--- config.mk ---
export PLATFORM = sky130hd
export DESIGN_NAME = curve_speed_boost_ramp_unit
export DESIGN_NICKNAME = d
export VERILOG_FILES = /design/src/hw/rtl/csbr_pkg.sv /design/src/hw/rtl/curve_speed_boost_ramp_unit.sv /design/src/hw/rtl/csbr_divider.sv
export VERILOG_INCLUDE_DIRS = /design/src /design/src/hw/rtl
export SDC_FILE = /design/constraint.sdc
export NUM_CORES = 1
export LEC_CHECK = 0
export ABC_AREA = 0
export ABC_CLOCK_PERIOD_IN_PS = 9020
export BUFFER_PORTS_ARGS = -buffer_cell sky130_fd_sc_hd__buf_2
export CAP_MARGIN = 20
export CORE_MARGIN = 1
export CORE_UTILIZATION = 30
export CTS_CLUSTER_DIAMETER = 30
export DETAILED_ROUTE_END_ITERATION = 8
export HOLD_SLACK_MARGIN = 0.1
export SYNTH_ARGS = -nofsm -noshare
export SYNTH_HDL_FRONTEND = slang
export SYNTH_HIERARCHICAL = 1
export SYNTH_SLANG_ARGS = --single-unit
--- constraint.sdc ---
create_clock -name clock -period 9.02 [get_ports clock]
set_clock_uncertainty 0.2 [all_clocks]
set_input_delay 1.804 -clock clock [delete_from_list [all_inputs] [get_ports clock]]
set_output_delay 1.804 -clock clock [all_outputs]
set_load 0.1 [all_outputs]
--- src/hw/rtl/curve_speed_boost_ramp_unit_defines.svh ---
// Assertion macros for the boost ramp unit.
`ifndef CURVE_SPEED_BOOST_RAMP_UNIT_DEFINES_SVH
`define CURVE_SPEED_BOOST_RAMP_UNIT_DEFINES_SVH
`ifndef SYNTHESIS
`define CSBR_ASSERT_IMP(label, clk, rst, ante, cons, msg) \
   label: assert property (@(posedge clk) disable iff (rst) (ante) |-> (cons)) \
      else $error(msg);
`define CSBR_ASSERT_NXT(label, clk, rst, ante, cons, msg) \
   label: assert property (@(posedge clk) disable iff (rst) (ante) |=> (cons)) \
      else $error(msg);
`else
`define CSBR_ASSERT_IMP(label, clk, rst, ante, cons, msg)
`define CSBR_ASSERT_NXT(label, clk, rst, ante, cons, msg)
`endif
`endif

--- src/hw/rtl/csbr_pkg.sv ---
`timescale 1ns / 1ps
`default_nettype none
package csbr_pkg;

   typedef struct packed {
      logic [6:0] row_index;
      logic [7:0] mid_column;
      logic       end_of_frame;
      logic       hold_off;
   } csbr_req_type;

   typedef struct packed {
      logic [7:0] boost_out;
      logic [7:0] boost_target;
      logic       line_lost;
   } csbr_rsp_type;

   typedef struct packed {
      logic [7:0] center_col;
      logic [7:0] full_boost;
      logic [7:0] straight_tolerance;
      logic [7:0] curve_threshold;
      logic [7:0] ramp_up_step;
      logic [7:0] ramp_down_step;
      logic [6:0] band_far_row;
      logic [6:0] band_near_row;
   } csbr_cfg_type;

   typedef enum logic [2:0] {
      REG_CENTER_COL         = 3'd0,
      REG_FULL_BOOST         = 3'd1,
      REG_STRAIGHT_TOLERANCE = 3'd2,
      REG_CURVE_THRESHOLD    = 3'd3,
      REG_RAMP_UP_STEP       = 3'd4,
      REG_RAMP_DOWN_STEP     = 3'd5,
      REG_BAND_FAR_ROW       = 3'd6,
      REG_BAND_NEAR_ROW      = 3'd7
   } csbr_reg_type;

   typedef enum logic [2:0] {
      ST_IDLE,
      ST_TARGET,
      ST_DIV,
      ST_RAMP,
      ST_OUT
   } csbr_state_type;

   typedef struct packed {
      logic busy;
      logic done;
   } csbr_div_status_type;

   localparam int DIVIDEND_W = 16;
   localparam int DIVISOR_W  = 8;
   localparam int DIV_STEPS  = DIVIDEND_W;
   localparam int DIV_CNT_W  = $clog2(DIV_STEPS);

   localparam csbr_cfg_type CFG_RESET = '{
      center_col:         8'd94,
      full_boost:         8'd40,
      straight_tolerance: 8'd8,
      curve_threshold:    8'd30,
      ramp_up_step:       8'd1,
      ramp_down_step:     8'd5,
      band_far_row:       7'd25,
      band_near_row:      7'd40
   };

endpackage
`default_nettype wire

--- src/hw/rtl/curve_speed_boost_ramp_unit.sv ---
`timescale 1ns / 1ps
`default_nettype none
// Speed boost ramp from mid-line curvature.
// req channel: one item per image row (row index, mid-line column, end of frame, hold).
//   Rows that do not end a frame are taken one per cycle; req_stall stays low.
// An end-of-frame item raises req_stall while the target and the ramp are worked out:
//   the target checks come first, then a wait on the bit-serial divider
//   (16 steps, then the quotient is handed back) when the deviation lies between
//   tolerance and threshold, then the ramp step, then the load of the result.
//   A hold frame skips the division and the ramp and goes straight to the load;
//   the load waits while the output register is still held by rsp_stall.
// rsp channel: one item per frame, held in an output register. While rsp_stall is
//   high the item stays put and new rows are still taken; the next frame result
//   waits in the sequencer until the register frees.
// csr channel: always ready; write only while no frame result is in flight.
// Reset: synchronous, active high. Registers return to their default values, the
//   boost level and the frame accumulators clear, no rsp item is pending.
module curve_speed_boost_ramp_unit #(
   parameter int IMAGE_WIDTH = 188,
   parameter int IMAGE_ROWS  = 128
) (
   input  wire logic                  clock,
   input  wire logic                  reset,
   input  wire logic                  req_valid,
   output logic                       req_stall,
   input  wire csbr_pkg::csbr_req_type req_item,
   output logic                       rsp_valid,
   input  wire logic                  rsp_stall,
   output csbr_pkg::csbr_rsp_type     rsp_item,
   input  wire logic                  csr_valid,
   output logic                       csr_ready,
   input  wire logic [2:0]            csr_index,
   input  wire logic [7:0]            csr_data
);
   import csbr_pkg::*;
`include "curve_speed_boost_ramp_unit_defines.svh"

   localparam logic [7:0] ROW_LIMIT = 8'(IMAGE_ROWS);
   localparam logic [7:0] COL_LIMIT = 8'(IMAGE_WIDTH);

   csbr_state_type       state_ff, state_in;
   csbr_cfg_type         cfg_ff, cfg_in;
   logic [7:0]           boost_ff, boost_in;
   logic [7:0]           max_dev_ff, max_dev_in;
   logic                 any_valid_ff, any_valid_in;
   logic                 hold_ff, hold_in;
   logic [7:0]           target_ff, target_in;
   logic                 rsp_valid_ff, rsp_valid_in;
   csbr_rsp_type         rsp_item_ff, rsp_item_in;

   logic                 req_accept;
   logic                 in_band;
   logic [7:0]           dev;
   logic                 div_start;
   logic [DIVIDEND_W-1:0] div_dividend;
   logic [DIVISOR_W-1:0]  div_divisor;
   csbr_div_status_type  div_status;
   logic [DIVIDEND_W-1:0] div_quotient;
   logic [8:0]           ramp_sum;
   logic                 out_free;

   csbr_divider u_divider (
      .clock    (clock),
      .reset    (reset),
      .start    (div_start),
      .dividend (div_dividend),
      .divisor  (div_divisor),
      .status   (div_status),
      .quotient (div_quotient)
   );

   always_ff @(posedge clock) begin
      if (reset) begin
         state_ff     <= ST_IDLE;
         cfg_ff       <= CFG_RESET;
         boost_ff     <= '0;
         max_dev_ff   <= '0;
         any_valid_ff <= 1'b0;
         hold_ff      <= 1'b0;
         rsp_valid_ff <= 1'b0;
      end else begin
         state_ff     <= state_in;
         cfg_ff       <= cfg_in;
         boost_ff     <= boost_in;
         max_dev_ff   <= max_dev_in;
         any_valid_ff <= any_valid_in;
         hold_ff      <= hold_in;
         rsp_valid_ff <= rsp_valid_in;
      end
      target_ff   <= target_in;
      rsp_item_ff <= rsp_item_in;
   end

   // Configuration writes
   always_comb begin
      cfg_in = cfg_ff;
      if (csr_valid && csr_ready) begin
         unique case (csbr_reg_type'(csr_index))
            REG_CENTER_COL:         cfg_in.center_col         = csr_data;
            REG_FULL_BOOST:         cfg_in.full_boost         = csr_data;
            REG_STRAIGHT_TOLERANCE: cfg_in.straight_tolerance = csr_data;
            REG_CURVE_THRESHOLD:    cfg_in.curve_threshold    = csr_data;
            REG_RAMP_UP_STEP:       cfg_in.ramp_up_step       = csr_data;
            REG_RAMP_DOWN_STEP:     cfg_in.ramp_down_step     = csr_data;
            REG_BAND_FAR_ROW:       cfg_in.band_far_row       = csr_data[6:0];
            REG_BAND_NEAR_ROW:      cfg_in.band_near_row      = csr_data[6:0];
            default:                cfg_in = cfg_ff;
         endcase
      end
   end

   always_comb begin
      req_accept = req_valid && !req_stall;
      in_band    = ({1'b0, req_item.row_index} < ROW_LIMIT)
                   && (req_item.row_index >= cfg_ff.band_far_row)
                   && (req_item.row_index <= cfg_ff.band_near_row)
                   && (req_item.mid_column < COL_LIMIT);
      dev        = (req_item.mid_column >= cfg_ff.center_col)
                   ? req_item.mid_column - cfg_ff.center_col
                   : cfg_ff.center_col - req_item.mid_column;
      ramp_sum   = {1'b0, boost_ff} + {1'b0, cfg_ff.ramp_up_step};
      out_free   = !rsp_valid_ff || !rsp_stall;

      div_start    = 1'b0;
      div_dividend = {8'd0, cfg_ff.full_boost}
                     * {8'd0, 8'(cfg_ff.curve_threshold - max_dev_ff)};
      div_divisor  = cfg_ff.curve_threshold - cfg_ff.straight_tolerance;

      state_in     = state_ff;
      boost_in     = boost_ff;
      max_dev_in   = max_dev_ff;
      any_valid_in = any_valid_ff;
      hold_in      = hold_ff;
      target_in    = target_ff;
      rsp_item_in  = rsp_item_ff;
      rsp_valid_in = rsp_valid_ff && rsp_stall;

      unique case (state_ff)
         ST_IDLE: begin
            if (req_accept) begin
               if (in_band) begin
                  any_valid_in = 1'b1;
                  if (dev > max_dev_ff) max_dev_in = dev;
               end
               if (req_item.hold_off) boost_in = '0;
               hold_in = req_item.hold_off;
               if (req_item.end_of_frame) state_in = ST_TARGET;
            end
         end
         ST_TARGET: begin
            priority if (hold_ff) begin
               target_in = '0;
               state_in  = ST_OUT;
            end else if (!any_valid_ff) begin
               target_in = '0;
               state_in  = ST_RAMP;
            end else if (max_dev_ff <= cfg_ff.straight_tolerance) begin
               target_in = cfg_ff.full_boost;
               state_in  = ST_RAMP;
            end else if (cfg_ff.curve_threshold <= cfg_ff.straight_tolerance
                         || max_dev_ff >= cfg_ff.curve_threshold) begin
               target_in = '0;
               state_in  = ST_RAMP;
            end else begin
               div_start = 1'b1;
               state_in  = ST_DIV;
            end
         end
         ST_DIV: begin
            if (div_status.done) begin
               target_in = (div_quotient > {8'd0, cfg_ff.full_boost})
                           ? cfg_ff.full_boost : div_quotient[7:0];
               state_in  = ST_RAMP;
            end
         end
         ST_RAMP: begin
            priority if (boost_ff < target_ff) begin
               boost_in = (ramp_sum > {1'b0, target_ff}) ? target_ff : ramp_sum[7:0];
            end else if (boost_ff > target_ff) begin
               boost_in = (boost_ff >= cfg_ff.ramp_down_step)
                          ? boost_ff - cfg_ff.ramp_down_step : 8'd0;
            end else begin
               boost_in = boost_ff;
            end
            state_in = ST_OUT;
         end
         ST_OUT: begin
            if (out_free) begin
               rsp_valid_in             = 1'b1;
               rsp_item_in.boost_out    = boost_ff;
               rsp_item_in.boost_target = target_ff;
               rsp_item_in.line_lost    = !any_valid_ff;
               max_dev_in               = '0;
               any_valid_in             = 1'b0;
               state_in                 = ST_IDLE;
            end
         end
         default: state_in = ST_IDLE;
      endcase
   end

   assign req_stall = (state_ff != ST_IDLE);
   assign rsp_valid = rsp_valid_ff;
   assign rsp_item  = rsp_item_ff;
   assign csr_ready = 1'b1;

   `CSBR_ASSERT_IMP(a_div_done_in_div, clock, reset, div_status.done,
      state_ff == ST_DIV, "divider finished outside its wait state")
   `CSBR_ASSERT_IMP(a_idle_div_quiet, clock, reset, state_ff == ST_IDLE,
      !div_status.busy, "divider busy while idle")
   `CSBR_ASSERT_NXT(a_eof_starts_update, clock, reset, req_accept && req_item.end_of_frame,
      state_ff == ST_TARGET, "frame end did not start the update")
   `CSBR_ASSERT_NXT(a_out_clears_frame, clock, reset, state_ff == ST_OUT && out_free,
      rsp_valid_ff && max_dev_ff == 8'd0 && !any_valid_ff,
      "frame result not loaded or accumulators not cleared")

endmodule
`default_nettype wire

--- src/hw/rtl/csbr_divider.sv ---
`timescale 1ns / 1ps
`default_nettype none
module csbr_divider (
   input  wire logic                                    clock,
   input  wire logic                                    reset,
   input  wire logic                                    start,
   input  wire logic [csbr_pkg::DIVIDEND_W-1:0]         dividend,
   input  wire logic [csbr_pkg::DIVISOR_W-1:0]          divisor,
   output csbr_pkg::csbr_div_status_type                status,
   output logic      [csbr_pkg::DIVIDEND_W-1:0]         quotient
);
   import csbr_pkg::*;

   logic [DIVISOR_W-1:0]  rem_ff, rem_in;
   logic [DIVIDEND_W-1:0] quo_ff, quo_in;
   logic [DIVISOR_W-1:0]  dvs_ff, dvs_in;
   logic [DIV_CNT_W-1:0]  count_ff, count_in;
   logic                  busy_ff, busy_in;
   logic                  done_ff, done_in;
   logic [DIVISOR_W:0]    trial;
   logic [DIVISOR_W:0]    trial_diff;

   always_ff @(posedge clock) begin
      if (reset) begin
         busy_ff  <= 1'b0;
         done_ff  <= 1'b0;
         count_ff <= '0;
      end else begin
         busy_ff  <= busy_in;
         done_ff  <= done_in;
         count_ff <= count_in;
      end
      rem_ff <= rem_in;
      quo_ff <= quo_in;
      dvs_ff <= dvs_in;
   end

   always_comb begin
      trial      = {rem_ff, quo_ff[DIVIDEND_W-1]};
      trial_diff = trial - {1'b0, dvs_ff};
      rem_in     = rem_ff;
      quo_in     = quo_ff;
      dvs_in     = dvs_ff;
      count_in   = count_ff;
      busy_in    = busy_ff;
      done_in    = 1'b0;
      if (start) begin
         rem_in   = '0;
         quo_in   = dividend;
         dvs_in   = divisor;
         count_in = '0;
         busy_in  = 1'b1;
      end else if (busy_ff) begin
         if (trial >= {1'b0, dvs_ff}) begin
            rem_in = trial_diff[DIVISOR_W-1:0];
            quo_in = {quo_ff[DIVIDEND_W-2:0], 1'b1};
         end else begin
            rem_in = trial[DIVISOR_W-1:0];
            quo_in = {quo_ff[DIVIDEND_W-2:0], 1'b0};
         end
         count_in = count_ff + 1'b1;
         if (count_ff == DIV_CNT_W'(DIV_STEPS - 1)) begin
            busy_in = 1'b0;
            done_in = 1'b1;
         end
      end
   end

   assign status.busy = busy_ff;
   assign status.done = done_ff;
   assign quotient    = quo_ff;

endmodule
`default_nettype wire
==> results of run 1 <==
[worst max-delay path: stages, from the launching register on]
cell      delay [ns]
dfxtp_1         0.45
ha_1            0.29
nor2b_1         0.14
o21ai_0         0.14
nand2b_1        0.11
a21o_1          0.19
a21oi_1         0.21
o21ai_0         0.14
xor2_1          0.40
nand2_1         0.17
fa_1            0.52
fa_1            0.54
inv_1           0.05
fa_1            0.52
inv_1           0.05
fa_1            0.53
inv_1           0.04
ha_1            0.34
or3_1           0.32
a41oi_1         0.29
nor2b_1         0.08
o21a_1          0.19
o41ai_1         0.31
xnor2_1         0.11
mux2_2          0.28
[metal layers]
metal	GRT usage	part of all wire	vias to the layer above
met2	0.233	0.46	181
met1	0.201	0.49	4089
li1	-	-	4362
met5	0	0	-
met4	0.0472	0.016	0
met3	0.0205	0.038	24
[path summary, 6_finish.rpt]
check | start | slack [ns] | endpoint | cells after the start
min | cfg_ff[42] | 0.26 | cfg_ff[42] | 2
min reg2reg | cfg_ff[42] | 0.26 | cfg_ff[42] | 2
max | cfg_ff[31] | 2.16 | u_divider/quotient[14] | 24
max reg2reg | cfg_ff[31] | 2.16 | u_divider/quotient[14] | 24
[through the flow]
step	cells	total power [uW]	util	hold WS, ns	area [sq um]
2_1_floorplan	1244	1240	-	0.236	11300
6_report	1756	2080	0.341	0.257	12600
5_1_grt	1756	2210	0.341	0.274	12600
3_5_place_dp	1724	1370	0.325	0.247	12000
4_1_cts	1756	2100	0.341	0.257	12600
3_3_place_gp	1724	1370	0.325	0.245	12000
[registers in the layout (all words and copies together), names as in the netlist, 3 cells and up]
signal              count
u_divider/dvs_ff        8
state_ff                3
max_dev_ff              8
boost_ff                8
u_divider/rem_ff        8
u_divider/quotient     16
cfg_ff                 62
target_ff               8
rsp_item               17
u_divider/count_ff      4
[power breakdown]
| group | switching, uW | leakage, uW | internal (uW) |
|---|---|---|---|
| Combinational | 363 | 0.00394 | 260 |
| Sequential | 28.7 | 0.00126 | 712 |
| Clock | 313 | 0.000295 | 407 |
| Total | 704 | 0.00550 | 1380 |
[layout make-up]
class                      instances  share of cell area
clock inverter                    13              0.0107
sequential                       147               0.273
inverter                         146              0.0436
clock buffer                      19              0.0362
multi-input combinational        908               0.567
timing repair buffer              55              0.0227
tap                              468              0.0466
==> run_results.csv, run 1 <==
group,metric,value,unit
yosys,avgSynthCellArea,9.07,sq um
floorplan,num_rows,70,
sta,max_slew_margin,0.419,
critical_path,cp-end-kind,"flip-flop",
sta,max_clock_freq,146,MHz
floorplan,coreArea,36800,sq um
cts,tritoncts,"done",
place,gp_congestion,0.850,
yosys,syn_area,11300,sq um
floorplan,initial_core_util,0.307,
route,via_per_inst,4.93,
cts,cts.sinks,147,
critical_path,critPathLaunchType,"flip-flop",
sta,finalSetupViolations,0,
global_route,grt_max_degree,77,
route,initialDrtViolationCount,474,
power_and_ir_drop,power_density,166,nW/um^2
cts,htree_levels,4,
route,wire_per_inst,15.5,um
final_layout,layout_commonest_cell,"ha_1",
floorplan,dieHeight,196,um
run_status,status,"finished clean",
floorplan,io_pins,53,
hold_path,hp-class,"flip-flop to flip-flop",
place,pre_cts_slack,2.17,ns
final_layout,layout.nets,1498,
sta,setup_slack,2.16,ns
sta,post-route-period-util,0.760,
sta,rsz0062_at_grt,"no",
global_route,first_global_vias,8427,
route,ant_nets,0,
floorplan,die_x,196,um
route,drc_errors,0,
cts,path_clk_slew,0.07,ns
yosys,ys_warn_count,6,
cts,insertion_delay,0.42,ns
critical_path,required,8.99,ns
route,via_count,8656,
route,wl,27.2,mm
route,drtPass1Iterations,5,
cts,post_cts_buffers,0,
yosys,syn_nets,1467,
sta,min_period,6.86,ns
sta,hold_viol_final,0,
critical_path,worstPathArrival,6.82,ns
cts,cts-root-buf,"clkbuf_16",
sta,maxSlewViolCount,0,
critical_path,path_max_fanout,8,
sta,worstMarginPinSlew,0.867,ns
cts,clockBufferDepth,2,
sta,tns,0,ns
final_layout,seqCellArea,3430,sq um
cts,postCtsHoldBufs,0,
global_route,grt_overflow,0,
final_layout,multi_input_area,7120,sq um
global_route,antenna_found_initial,0,
critical_path,critPathKind,"flip-flop to flip-flop",
final_layout,syn2layout_area_growth,11.3,%
place,port_buffers,51,
cts,cts_resized,0,
global_route,grt_pass1_wl,44.2,mm
final_layout,mostFrequentLayoutCells,"ha_1 (147), inv_1 (146), nand2_1 (131)",
final_layout,fill_cells,3746,
final_layout,diodes,0,
flow_run,maxCapViolations,0,
yosys,netlist_instances,1244,
global_route,track_usage,0.145,
place,dp_hpwl,21.2,mm
final_layout,drive_above_1_share,0.0955,
cts,cts_buffers,17,
floorplan,fp.dieArea,38400,sq um
power_and_ir_drop,irDropWorstVdd,0.0000964,V
power_and_ir_drop,p_leak,0.00550,uW
(Power assumes the default switching activity.)
==> inputs of run 2 (changes only) <==
--- a/config.mk
+++ b/config.mk
@@ -7,7 +7,7 @@
 export NUM_CORES = 1
 export LEC_CHECK = 0
 export ABC_AREA = 0
-export ABC_CLOCK_PERIOD_IN_PS = 9020
+export ABC_CLOCK_PERIOD_IN_PS = 6670
 export BUFFER_PORTS_ARGS = -buffer_cell sky130_fd_sc_hd__buf_2
 export CAP_MARGIN = 20
 export CORE_MARGIN = 1
==> constraint.sdc (replaced) <==
create_clock -name clock -period 6.67 [get_ports clock]
set_clock_uncertainty 0.2 [all_clocks]
set_input_delay 1.334 -clock clock [delete_from_list [all_inputs] [get_ports clock]]
set_output_delay 1.334 -clock clock [all_outputs]
set_load 0.1 [all_outputs]
==> run 2 against run 1 <==
  * Critical path depth is 1 higher
  * Routed wire length is 1.1% higher
  * Hold slack better by 0.0012 ns
  * Non-clock buffer count is 6 higher
  * Design area is 0.92% higher
  * Clock-buffer cell count stayed put
  * Global-route usage hardly changed
  * Final cell count is 0.34% higher
  * Power is 39% higher
  * Clock power is 42% higher
  * Largest cell class unchanged
  * Highest routed layer unchanged
==> run_results.csv, run 2 (same netlist as run 1, synthesis figures left out) <==
group,metric,value,unit
run_status,status,"finished clean",
critical_path,cp-end-kind,"flip-flop",
critical_path,required,6.65,ns
critical_path,critPathKind,"flip-flop to flip-flop",
route,drc_errors,0,
global_route,grt_pass1_wl,44.3,mm
route,wire_per_inst,15.6,um
sta,min_period,6.40,ns
place,dp_hpwl,21.2,mm
cts,clockBufferDepth,2,
cts,post_cts_buffers,0,
route,initialDrtViolationCount,453,
floorplan,io_pins,53,
power_and_ir_drop,p_leak,0.00556,uW
final_layout,drive_above_1_share,0.107,
sta,maxSlewViolCount,0,
critical_path,path_max_fanout,4,
floorplan,dieHeight,196,um
final_layout,layout_commonest_cell,"ha_1",
final_layout,largest-register,"cfg_ff",
critical_path,critPathLaunchType,"flip-flop",
place,gp_congestion,0.845,
final_layout,layout.nets,1504,
route,drtPass1Iterations,5,
global_route,grt_overflow,0,
power_and_ir_drop,pwr-share-clk,0.353,
hold_path,hp-class,"flip-flop to flip-flop",
final_layout,syn2layout_area_growth,12.3,%
route,ant_nets,0,
global_route,grt_max_degree,61,
power_and_ir_drop,p_sw,991,uW
sta,worstMarginPinSlew,0.935,ns
floorplan,fp.dieArea,38400,sq um
cts,insertion_delay,0.44,ns
global_route,track_usage,0.146,
power_and_ir_drop,combPwrFrac,0.300,
power_and_ir_drop,netSwitchingFraction,0.343,
power_and_ir_drop,pwr-share-seq,0.347,
route,via_count,8738,
sta,tns,0,ns
floorplan,die_x,196,um
place,port_buffers,51,
place,dpl-instance-area,12000,sq um
route,wl,27.5,mm
floorplan,num_rows,70,
power_and_ir_drop,irDropWorstVdd,0.000126,V
floorplan,coreArea,36800,sq um
cts,cts_buffers,17,
cts,htree_levels,4,
cts,postCtsHoldBufs,0,
final_layout,largest_reg_flops,62,
global_route,first_global_vias,8496,
sta,max_clock_freq,156,MHz
final_layout,mostFrequentLayoutCells,"ha_1 (147), inv_1 (146), nand2_1 (131)",
final_layout,fill_cells,3780,
cts,cts-root-buf,"clkbuf_16",
cts,path_clk_slew,0.07,ns
sta,max_slew_margin,0.373,
sta,post-route-period-util,0.959,
final_layout,diodes,0,
power_and_ir_drop,internal_power,1900,uW
route,via_per_inst,4.96,
critical_path,worstPathArrival,6.37,ns
global_route,antenna_found_initial,0,
cts,cts.sinks,147,
sta,hold_viol_final,0,
final_layout,fin_area,12700,sq um
sta,finalSetupViolations,0,
cts,tritoncts,"done",
floorplan,initial_core_util,0.307,
power_and_ir_drop,power_density,228,nW/um^2
flow_run,maxCapViolations,0,
## run 2: cell types whose count changed in the layout (fill, tap and decap cells not counted), sizes merged
cell      before  now
buf           55   61
clkinvlp       0    1
inv          154  155
clkinv         4    2
## run 2: power groups by stage
stage,Clock (uW),Combinational (uW),Sequential (uW)
finish,1020,867,1000
global route,1070,989,1000
CTS,1030,858,1000
detailed placement,0,847,1020
global placement,0,839,1020
floorplan,0,664,1010
## run 2: worst paths after layout
check                           slack (ns)       start                endpoint  depth (start not counted)
worst min-delay path                  0.26  cfg_ff[40]              cfg_ff[40]                          2
worst max register to register        0.27  cfg_ff[30]  u_divider/quotient[14]                         25
worst min register to register        0.26  cfg_ff[40]              cfg_ff[40]                          2
worst max-delay path                  0.27  cfg_ff[30]  u_divider/quotient[14]                         25
## run 2: layout make-up
class | instances | area (sq um) | share of cell area
repair buffers | 61 | 330 | 0.0261
multi-input cells | 908 | 7160 | 0.565
well taps | 468 | 586 | 0.0462
clock buffers | 19 | 464 | 0.0366
flip-flops and latches | 147 | 3430 | 0.271
inverters | 146 | 548 | 0.0432
clock inverters | 13 | 154 | 0.0121
## run 2: timing repair
| action | in CTS | in global routing |
|---|---|---|
| endpoints found under the setup margin | 1 | 3 |
| pin swaps | 0 | 5 |
| hold endpoints to repair | 0 | 0 |
| resized for setup | 1 | 8 |
## run 2: per-layer routing
layer  vias up  GRT usage  share of wire
met5         -          0              0
met4         0     0.0434          0.017
met3        31     0.0242          0.033
li1       4365          -              -
met1      4226      0.194           0.48
met2       116      0.242           0.47
## run 2: critical path, cell delays in order, from the launching register on
cell      delay [ns]
dfxtp_1         0.31
inv_1           0.10
ha_1            0.16
inv_1           0.05
fa_2            0.36
a21o_1          0.19
a21oi_2         0.18
o21bai_1        0.09
a21oi_2         0.19
xnor2_2         0.16
nand2_1         0.11
fa_1            0.51
fa_1            0.54
inv_1           0.06
fa_1            0.52
inv_1           0.05
fa_1            0.54
inv_1           0.05
ha_1            0.34
or3_1           0.34
a41oi_2         0.24
nor2b_1         0.07
o21a_1          0.19
o41ai_2         0.23
xnor2_1         0.10
mux2_2          0.26
## run 2: through the flow
stage               std cells  utilization  total power (uW)  setup WS (ns)  hold WS (ns)
detailed placement       1730        0.327              1870         0.0570         0.250
finish                   1762        0.345              2890          0.274         0.258
CTS                      1762        0.344              2890         0.0444         0.260
floorplan                1244            -              1670          0.270         0.236
global route             1762        0.345              3060        -0.0235         0.279
global placement         1730        0.327              1860          0.109         0.244
==> inputs of run 3 (changes only) <==
--- a/config.mk
+++ b/config.mk
@@ -15,6 +15,7 @@
 export CTS_CLUSTER_DIAMETER = 30
 export DETAILED_ROUTE_END_ITERATION = 8
 export HOLD_SLACK_MARGIN = 0.1
+export RECOVER_POWER = 100
 export SYNTH_ARGS = -nofsm -noshare
 export SYNTH_HDL_FRONTEND = slang
 export SYNTH_HIERARCHICAL = 1
==> run 3 against run 2 <==
  * The run now ends with max-capacitance violations, max-slew violations left
  * Power about the same
  * Clock power is essentially flat
  * Die area did not move
  * Sequential share of layout area up 0.094 points
  * Sequential cell count unchanged
  * Largest cell class unchanged
==> run_results.csv, run 3 (same netlist as run 1, synthesis figures left out) <==
group,metric,value,unit
run_status,status,"complete, but fails checks",
run_status,failed_checks,"max-capacitance violations, max-slew violations",
critical_path,cp-end-kind,"flip-flop",
critical_path,cpPeakStageDelay,0.54,ns
critical_path,path_buf_inv,4,
final_layout,syn2layout_area_growth,11.9,%
cts,cts_buffers,17,
cts,htree_levels,4,
floorplan,initial_core_util,0.307,
sta,maxSlewViolCount,101,
final_layout,layout.nets,1504,
floorplan,coreArea,36800,sq um
cts,clockBufferDepth,2,
power_and_ir_drop,irDropWorstVdd,0.000125,V
place,pre_cts_slack,0.0570,ns
sta,post-route-period-util,0.960,
floorplan,dieHeight,196,um
route,wl,27.6,mm
critical_path,required,6.64,ns
route,drc_errors,0,
floorplan,io_pins,53,
route,via_count,8727,
critical_path,slowest_stage,"fa_1",
cts,postCtsHoldBufs,0,
cts,cts-root-buf,"clkbuf_16",
critical_path,worstPathArrival,6.38,ns
route,via_per_inst,4.95,
cts,post_cts_buffers,0,
hold_path,hp-class,"flip-flop to flip-flop",
cts,path_clk_slew,0.07,ns
place,port_buffers,51,
route,initialDrtViolationCount,432,
final_layout,layout_commonest_cell,"ha_1",
sta,tns,0,ns
final_layout,mostFrequentLayoutCells,"ha_1 (147), inv_1 (146), nand2_1 (131)",
critical_path,cp-startpoint,"max_dev_ff[1]",
sta,max_slew_margin,-0.922,
sta,finalSetupViolations,0,
final_layout,fill_cells,3789,
critical_path,critPathKind,"flip-flop to flip-flop",
critical_path,r2r_setup_slack,0.27,ns
floorplan,die_x,196,um
place,gp_congestion,0.845,
final_layout,drive_above_1_share,0.0858,
place,dp.cells,1730,
cts,cts.sinks,147,
critical_path,path_max_fanout,4,
global_route,grt_pass1_wl,44.3,mm
floorplan,num_rows,70,
route,drtPass1Iterations,5,
sta,max_clock_freq,156,MHz
critical_path,critPathLaunchType,"flip-flop",
sta,hold_slack,0.260,ns
place,dp_hpwl,21.2,mm
global_route,track_usage,0.146,
cts,tritoncts,"done",
global_route,antenna_found_initial,0,
final_layout,largest_reg_flops,62,
power_and_ir_drop,p_leak,0.00547,uW
cts,insertion_delay,0.44,ns
route,wire_per_inst,15.6,um
final_layout,diodes,0,
global_route,grt_overflow,0,
global_route,grt_max_degree,61,
sta,min_period,6.40,ns
power_and_ir_drop,power_density,228,nW/um^2
sta,worstMarginPinSlew,2.88,ns
sta,setup_slack,0.267,ns
global_route,first_global_vias,8496,
flow_run,maxCapViolations,2,
final_layout,layoutNonFillerInstCount,1762,
critical_path,crit_family,"adder cells",
critical_path,reg2reg_from,"max_dev_ff[1]",
route,ant_nets,0,
sta,hold_viol_final,0,
final_layout,largest-register,"cfg_ff",
floorplan,fp.dieArea,38400,sq um
hold_path,hold_start,"cfg_ff[40]",
==> run 3: cell type report <==
cell class / instances / area, sq um / area share
Clock inverter: 13 / 154 / 0.0122
Sequential cell: 147 / 3430 / 0.272
Tap cell: 468 / 586 / 0.0464
Timing Repair Buffer: 61 / 290 / 0.0230
Inverter: 146 / 548 / 0.0434
Clock buffer: 19 / 464 / 0.0368
Multi-Input combinational cell: 908 / 7150 / 0.566
==> run 3: per-stage QoR <==
| step | instance area (sq um) | total power [uW] | util |
|---|---|---|---|
| after floorplan | 11300 | 1670 | - |
| after global placement | 12000 | 1860 | 0.327 |
| after detailed placement | 12000 | 1870 | 0.327 |
| after CTS | 12600 | 2890 | 0.344 |
| after global routing | 12600 | 3060 | 0.343 |
| final | 12600 | 2880 | 0.343 |
==> run 3: path summary, 6_finish.rpt <==
| check | cells after the start | end |
|---|---|---|
| worst max-delay path | 25 | u_divider/quotient[14] |
| worst min-delay path | 2 | cfg_ff[40] |
| worst max register to register | 25 | u_divider/quotient[14] |
| worst min register to register | 2 | cfg_ff[40] |
==> run 3: metal layers <==
layer	share of wire	global-route usage	up-vias	wire (um)
met5	0	0	-	0
met4	0.016	0.0434	0	444
met3	0.034	0.0242	26	933
met2	0.47	0.242	130	13000
met1	0.48	0.194	4207	13200
li1	-	-	4364	-
==> run 3: where the power goes <==
part           internal, uW  switching, uW  total, uW
combinational           364            502        866
clock                   568            449       1020
sequential              962           38.4       1000
total                  1890            989       2880
==> run 3: what timing repair did <==
| item | 4_1_cts | 5_1_grt |
|---|---|---|
| pin swaps | 0 | 5 |
| endpoints found under the setup margin | 1 | 3 |
| resized for setup | 1 | 8 |
==> run 3: worst reg2reg max path: stages (launching register included) <==
cell      delay [ns]
dfxtp_1         0.33
inv_1           0.10
ha_1            0.31
nor2b_1         0.14
o21ai_1         0.11
nand2b_1        0.10
a21o_1          0.20
a21oi_2         0.16
o21ai_0         0.12
xor2_1          0.24
nand2_1         0.11
fa_1            0.49
fa_1            0.54
inv_1           0.06
fa_1            0.52
inv_1           0.05
fa_1            0.54
inv_1           0.05
ha_1            0.34
or3_1           0.34
a41oi_2         0.24
nor2b_1         0.07
o21a_1          0.19
o41ai_2         0.23
xnor2_1         0.10
mux2_2          0.26
